**src/assert_macros.svh**
```systemverilog
// Assertion macros shared by the matrix multiply-accumulate RTL.
`ifndef ASSERT_MACROS_SVH
`define ASSERT_MACROS_SVH

// Check a property on every rising clk edge outside reset.
`define MMA_ASSERT(label, prop, msg) \
  label: assert property (@(posedge clk) disable iff (!rst_n) (prop)) else $error(msg);

// Check that a condition implies another in the same cycle.
`define MMA_ASSERT_IMP(label, ante, cons, msg) \
  label: assert property (@(posedge clk) disable iff (!rst_n) (ante) |-> (cons)) else $error(msg);

// Check that a condition implies another in the next cycle.
`define MMA_ASSERT_NEXT(label, ante, cons, msg) \
  label: assert property (@(posedge clk) disable iff (!rst_n) (ante) |=> (cons)) else $error(msg);

`endif

```
**src/mma_pkg.sv**
```systemverilog
// Shared types and constants of the matrix multiply-accumulate unit.
package mma_pkg;

  // Field widths
  localparam int OP_W   = 3;
  localparam int IDX_W  = 5;
  localparam int AB_W   = 32;
  localparam int C_W    = 64;
  localparam int SIZE_W = 6;

  // Default largest matrix dimension and size register reset value
  localparam int               MAX_DIM_DEF = 32;
  localparam logic [SIZE_W-1:0] SIZE_RST   = 6'd32;

  // Command codes
  typedef enum logic [OP_W-1:0] {
    OP_LOAD_A = 3'd0,
    OP_LOAD_B = 3'd1,
    OP_LOAD_C = 3'd2,
    OP_MAC    = 3'd3,
    OP_READ_C = 3'd4
  } op_t;

  // Result kinds
  localparam logic KIND_DONE = 1'b0;
  localparam logic KIND_READ = 1'b1;

  // Sequencer memory strobes and completion flag
  typedef struct packed {
    logic ab_re;
    logic c_re;
    logic c_we;
    logic done;
  } seq_ctl_t;

endpackage

```
**src/mma_seq.sv**
```systemverilog
// Multiply-accumulate sequencer: walks i, j, k and runs the read-MAC-write pipeline.
`include "assert_macros.svh"

module mma_seq #(
  parameter int MAX_DIM = mma_pkg::MAX_DIM_DEF
) (
  input  logic                                   clk,
  input  logic                                   rst_n,
  input  logic                                   start,
  input  logic [$clog2(MAX_DIM+1)-1:0]           dim_n,
  input  logic [mma_pkg::AB_W-1:0]               a_rdata,
  input  logic [mma_pkg::AB_W-1:0]               b_rdata,
  input  logic [mma_pkg::C_W-1:0]                c_rdata,
  output mma_pkg::seq_ctl_t                      ctl,
  output logic [$clog2(MAX_DIM*MAX_DIM)-1:0]     a_raddr,
  output logic [$clog2(MAX_DIM*MAX_DIM)-1:0]     b_raddr,
  output logic [$clog2(MAX_DIM*MAX_DIM)-1:0]     c_addr,
  output logic [mma_pkg::C_W-1:0]                c_wdata
);
  import mma_pkg::*;

  localparam int IW = $clog2(MAX_DIM);
  localparam int NW = $clog2(MAX_DIM + 1);
  localparam int AW = $clog2(MAX_DIM * MAX_DIM);

  typedef enum logic [2:0] {
    SQ_IDLE = 3'b001,
    SQ_RUN  = 3'b010,
    SQ_WAIT = 3'b100
  } sq_state_t;

  sq_state_t            state_r, state_nxt;
  logic [IW-1:0]        i_r, i_nxt;
  logic [IW-1:0]        j_r, j_nxt;
  logic [IW-1:0]        k_r, k_nxt;
  logic [IW-1:0]        last_idx;
  logic                 issue, issue_last, issue_c;
  logic                 v1_r, last1_r, cld_r, v2_r, last2_r;
  logic signed [C_W-1:0] prod_nxt;
  logic [C_W-1:0]       prod_r;
  logic [C_W-1:0]       acc_r;
  logic [C_W-1:0]       sum;
  logic                 elem_last;

  assign last_idx = IW'(dim_n - NW'(1));

  // Issue-stage strobes
  assign issue      = (state_r == SQ_RUN);
  assign issue_last = issue && (k_r == last_idx);
  assign issue_c    = issue && (k_r == '0);
  assign elem_last  = (i_r == last_idx) && (j_r == last_idx);

  // Memory addresses: element (r, c) sits at r * MAX_DIM + c
  assign a_raddr = AW'(i_r) * AW'(MAX_DIM) + AW'(k_r);
  assign b_raddr = AW'(k_r) * AW'(MAX_DIM) + AW'(j_r);
  assign c_addr  = AW'(i_r) * AW'(MAX_DIM) + AW'(j_r);

  // Exact signed Q16.16 product in Q32.32
  assign prod_nxt = $signed(a_rdata) * $signed(b_rdata);
  assign sum      = acc_r + prod_r;
  assign c_wdata  = sum;

  assign ctl.ab_re = issue;
  assign ctl.c_re  = issue_c;
  assign ctl.c_we  = last2_r;
  assign ctl.done  = last2_r && elem_last;

  // Loop counters and state
  always_comb begin
    state_nxt = state_r;
    i_nxt     = i_r;
    j_nxt     = j_r;
    k_nxt     = k_r;
    unique case (state_r)
      SQ_IDLE: begin
        if (start) begin
          i_nxt     = '0;
          j_nxt     = '0;
          k_nxt     = '0;
          state_nxt = SQ_RUN;
        end
      end
      SQ_RUN: begin
        if (k_r == last_idx) begin
          k_nxt     = '0;
          state_nxt = SQ_WAIT;
        end else begin
          k_nxt = k_r + IW'(1);
        end
      end
      SQ_WAIT: begin
        if (last2_r) begin
          if (elem_last) begin
            state_nxt = SQ_IDLE;
          end else if (j_r == last_idx) begin
            j_nxt     = '0;
            i_nxt     = i_r + IW'(1);
            state_nxt = SQ_RUN;
          end else begin
            j_nxt     = j_r + IW'(1);
            state_nxt = SQ_RUN;
          end
        end
      end
      default: state_nxt = SQ_IDLE;
    endcase
  end

  // Hold state and pipeline control
  always_ff @(posedge clk) begin
    if (!rst_n) begin
      state_r <= SQ_IDLE;
      i_r     <= '0;
      j_r     <= '0;
      k_r     <= '0;
      v1_r    <= 1'b0;
      last1_r <= 1'b0;
      cld_r   <= 1'b0;
      v2_r    <= 1'b0;
      last2_r <= 1'b0;
    end else begin
      state_r <= state_nxt;
      i_r     <= i_nxt;
      j_r     <= j_nxt;
      k_r     <= k_nxt;
      v1_r    <= issue;
      last1_r <= issue_last;
      cld_r   <= issue_c;
      v2_r    <= v1_r;
      last2_r <= last1_r;
    end
  end

  // Product and accumulator datapath
  always_ff @(posedge clk) begin
    prod_r <= prod_nxt;
    if (cld_r) begin
      acc_r <= c_rdata;
    end else if (v2_r) begin
      acc_r <= sum;
    end
  end

  `MMA_ASSERT_IMP(a_cld_not_with_mac, cld_r, !v2_r, "accumulator load collides with a product")
  `MMA_ASSERT_IMP(a_write_in_wait, last2_r, state_r == SQ_WAIT, "C write outside wait state")
  `MMA_ASSERT_IMP(a_start_when_idle, start, state_r == SQ_IDLE, "start while sequencer busy")

endmodule
```
**config.mk**
```make
export PLATFORM = sky130hd
export DESIGN_NAME = mma_seq
export DESIGN_NICKNAME = d
export VERILOG_FILES = /design/src/mma_pkg.sv /design/src/mma_seq.sv
export VERILOG_INCLUDE_DIRS = /design/src /design/src/src
export SDC_FILE = /design/constraint.sdc
export NUM_CORES = 2
export LEC_CHECK = 0
export ABC_AREA = 0
export BUFFER_PORTS_ARGS = -buffer_cell sky130_fd_sc_hd__buf_2
export CAP_MARGIN = 40
export CORE_MARGIN = 2
export CORE_UTILIZATION = 43
export DETAILED_ROUTE_END_ITERATION = 16
export GPL_TIMING_DRIVEN = 0
export SETUP_SLACK_MARGIN = 0.02
export SLEW_MARGIN = 30
export SYNTH_ARGS = -nofsm -noshare
export SYNTH_HDL_FRONTEND = slang
export SYNTH_SLANG_ARGS = --single-unit
```
**constraint.sdc**
```tcl
create_clock -name clk -period 20.6 [get_ports clk]
set_input_delay 3.09 -clock clk [delete_from_list [all_inputs] [get_ports clk]]
set_output_delay 3.09 -clock clk [all_outputs]
set_load 0.01 [all_outputs]
```
==> reports/metrics.csv <==
metric;value;unit
Yosys top cell by area;fa_1;
die area;0.106;sq mm
All-Layer GR Usage;0.306;
vias post-DR;34200;
post-route ant nets;0;
post-synthesis mux area share;0.0164;
hold crit path type;reg -> reg;
Async SR Flop Fraction;0;
EDFF count, synth;64;
DR top layer;met5;
register area share after synthesis;0.0821;
status;complete, no violations;
crit share post-route;0.595;
htree depth;4;
unrepaired setup endpoints after global routing;no;
First-pass DRT Iterations;6;
fin nets;6499;
I/O pin count;235;
top post-synthesis cells by area;fa_1, inv_1, and2_1;
CP endpoint kind;register;
top-area cell type share of the netlist area;0.486;
FF-to-FF setup slack;16510;ps
fillers;10000;
initial antenna violation count;17;
vias in the first global route;37000;
CTS Hold Bufs;0;
CP arrival;12640;ps
Worst Reg-to-Reg Cells;14;
clock skew;17.9;ps
CTS buffer count;25;
Post-Synth XOR/XNOR Area;0.0314;
Met2 Wirelength;73.2;mm
Initial Utilization;0.432;
IO Port Bufs;232;
global-route wire length before repair;236;mm
Hold Path Stages;1;
minimum clock period;12270;ps
final hold violations;0;
share of cells above drive strength 1;0.0910;
Fin Setup TNS;0;ps
Post-CTS Setup Inserts;0;
crit path to;prod_r[60];
FF+latch count, synth;151;
Max Fclk;81.5;MHz
Gate Count Post-Synth;4698;
FF-to-FF End;acc_r[48];
die width;326;microns
clock transition at the registers of the reported paths;60;ps
Setup violations, final;0;
Ys Warns;0;
drt initial violations;2713;
synthesis-to-layout area growth;9.79;%
final WL;159;mm
clk_lat worst skew;490;ps
Core Region;0.103;sq mm
met3 WL post-DR;14.0;mm
CTS tree;yes;
Post-Synth Adder-Cell Area;0.557;
R2R Path Start;acc_r[0];
Remaining DRCs;0;
Synth Area in Simple Gates;0.149;
Max FO, Critical Path;10;
WL per Instance;24.7;microns
mapped cell area;0.0446;sq mm
GRT overflow;0;
relative slew slack;0.340;
# rows;118;
CP required;20970;ps
largest family of logic cells by synthesized area;adder cells;
drt via density;5.34;
Post-DP HPWL;136;mm
post-synth cell types;71;
Root Driver;clkbuf_16;
Post-CTS Resized;0;
Slew @ Worst Pin;990;ps
critical path launch point type;primary input;
Crit Path Class;in -> reg;
GPL Wtd Cong;1.01;
Main synth FF type;dfxtp_1;
Mapped Nets;6170;
MaxCap Viol Count;0;
Crit. Startpoint;a_rdata[31];
pin count of the biggest net entering global routing;37;
Synth Area in Compound Gates;0.0578;
# clock sinks;151;
Die H;326;microns
CTS Buffer Depth;3;
Mean Syn Cell Area;9.50;sq um
M1 WL;59.2;mm
final max-slew violation count;0;
[kinds of logic after synthesis]
logic type,count (synthesis)
adder cells (fa/ha/maj),1335
AND/OR/NAND/NOR,1327
buffers and inverters,1256
AO/OA/AOI/OAI,404
XOR/XNOR,160
flip-flops,151
multiplexers,65
[cell usage in the layout, fill, tap and decap left out, types with 64 or more instances in the layout]
| cell | netlist | routed |
|---|---|---|
| a21oi_1 | 124 | 124 |
| ha_1 | 252 | 252 |
| fa_1 | 1083 | 1082 |
| xnor2_1 | 105 | 105 |
| mux2_2 | 64 | 64 |
| and2_1 | 506 | 506 |
| nor2_1 | 99 | 99 |
| buf_2 | 0 | 234 |
| clkbuf_1 | 229 | 205 |
| o21ai_0 | 65 | 65 |
| nand2_1 | 565 | 565 |
| dfxtp_1 | 87 | 87 |
| inv_1 | 1008 | 1008 |
| edfxtp_1 | 64 | 64 |
[synthesized netlist by cell type (64+ instances only)]
cell type	count
inv_1	1008
nand2_1	565
dfxtp_1	87
ha_1	252
clkbuf_1	229
xnor2_1	105
edfxtp_1	64
a21oi_1	124
nor2_1	99
o21ai_0	65
mux2_2	64
and2_1	506
fa_1	1083
[per-stage QoR]
step / instances / hold slack [ps] / utilization / setup slack (ps) / area [sq um]
finish: 6419 / 436 / 0.475 / 8330 / 49000
global placement: 6310 / 418 / 0.460 / 7760 / 47500
detailed placement: 6373 / 424 / 0.467 / 7970 / 48200
floorplan: 4698 / 412 / - / 9930 / 44600
global route: 6413 / 469 / 0.475 / 7980 / 49000
CTS: 6406 / 439 / 0.474 / 8410 / 48900
[cell type report]
type	count	area, sq um	share of cell area
Buffer	248	1030	0.0210
Multi-Input combinational cell	3291	36200	0.739
Clock inverter	6	27.5	0.000562
Sequential cell	151	3660	0.0748
Tap cell	1380	1730	0.0352
Clock buffer	27	643	0.0131
Timing Repair Buffer	302	1920	0.0392
Inverter	1008	3780	0.0772
Antenna cell	6	15.0	0.000306
[worst max-delay path, cell delays in order]
cell and delay [ps]:
buf_2 210, clkbuf_1 700, nand2_1 290, inv_1 140, fa_1 420, inv_1 250, fa_1 480, inv_1 290
fa_1 530, fa_1 890, inv_1 460, fa_1 600, fa_1 570, fa_1 530, fa_1 540, inv_1 40
ha_1 370, a2111oi_0 630, o311ai_0 260, a21oi_1 180, o31a_1 270, o21ai_2 130, o211a_1 260, nor4_1 240
nor3_2 90, xor2_1 160
[per-layer routing]
| metal | vias up | GRT usage |
|---|---|---|
| li1 | 14700 | - |
| met1 | 17600 | 0.378 |
| met2 | 1578 | 0.493 |
| met3 | 447 | 0.0606 |
| met4 | 8 | 0.189 |
| met5 | - | 0 |
[state kept, by name, indices dropped and copies added (netlist names)]
register / flops
acc_r: 64
cld_r: 1
i_r: 5
j_r: 5
k_r: 5
last1_r: 1
last2_r: 1
prod_r: 64
state_r: 3
v1_r: 1
v2_r: 1
[worst min-delay path by stage]
stage | startpoint | to | slack (ps)
after floorplan | last1_r | last2_r | 410
after global placement | last1_r | last2_r | 420
after detailed placement | v1_r | v2_r | 420
after CTS | v1_r | v2_r | 440
after global routing | last1_r | last2_r | 470
final | v1_r | v2_r | 440
Power is not shown: default switching activity piles up to over one toggle a cycle in this logic, so the estimate is an artifact.
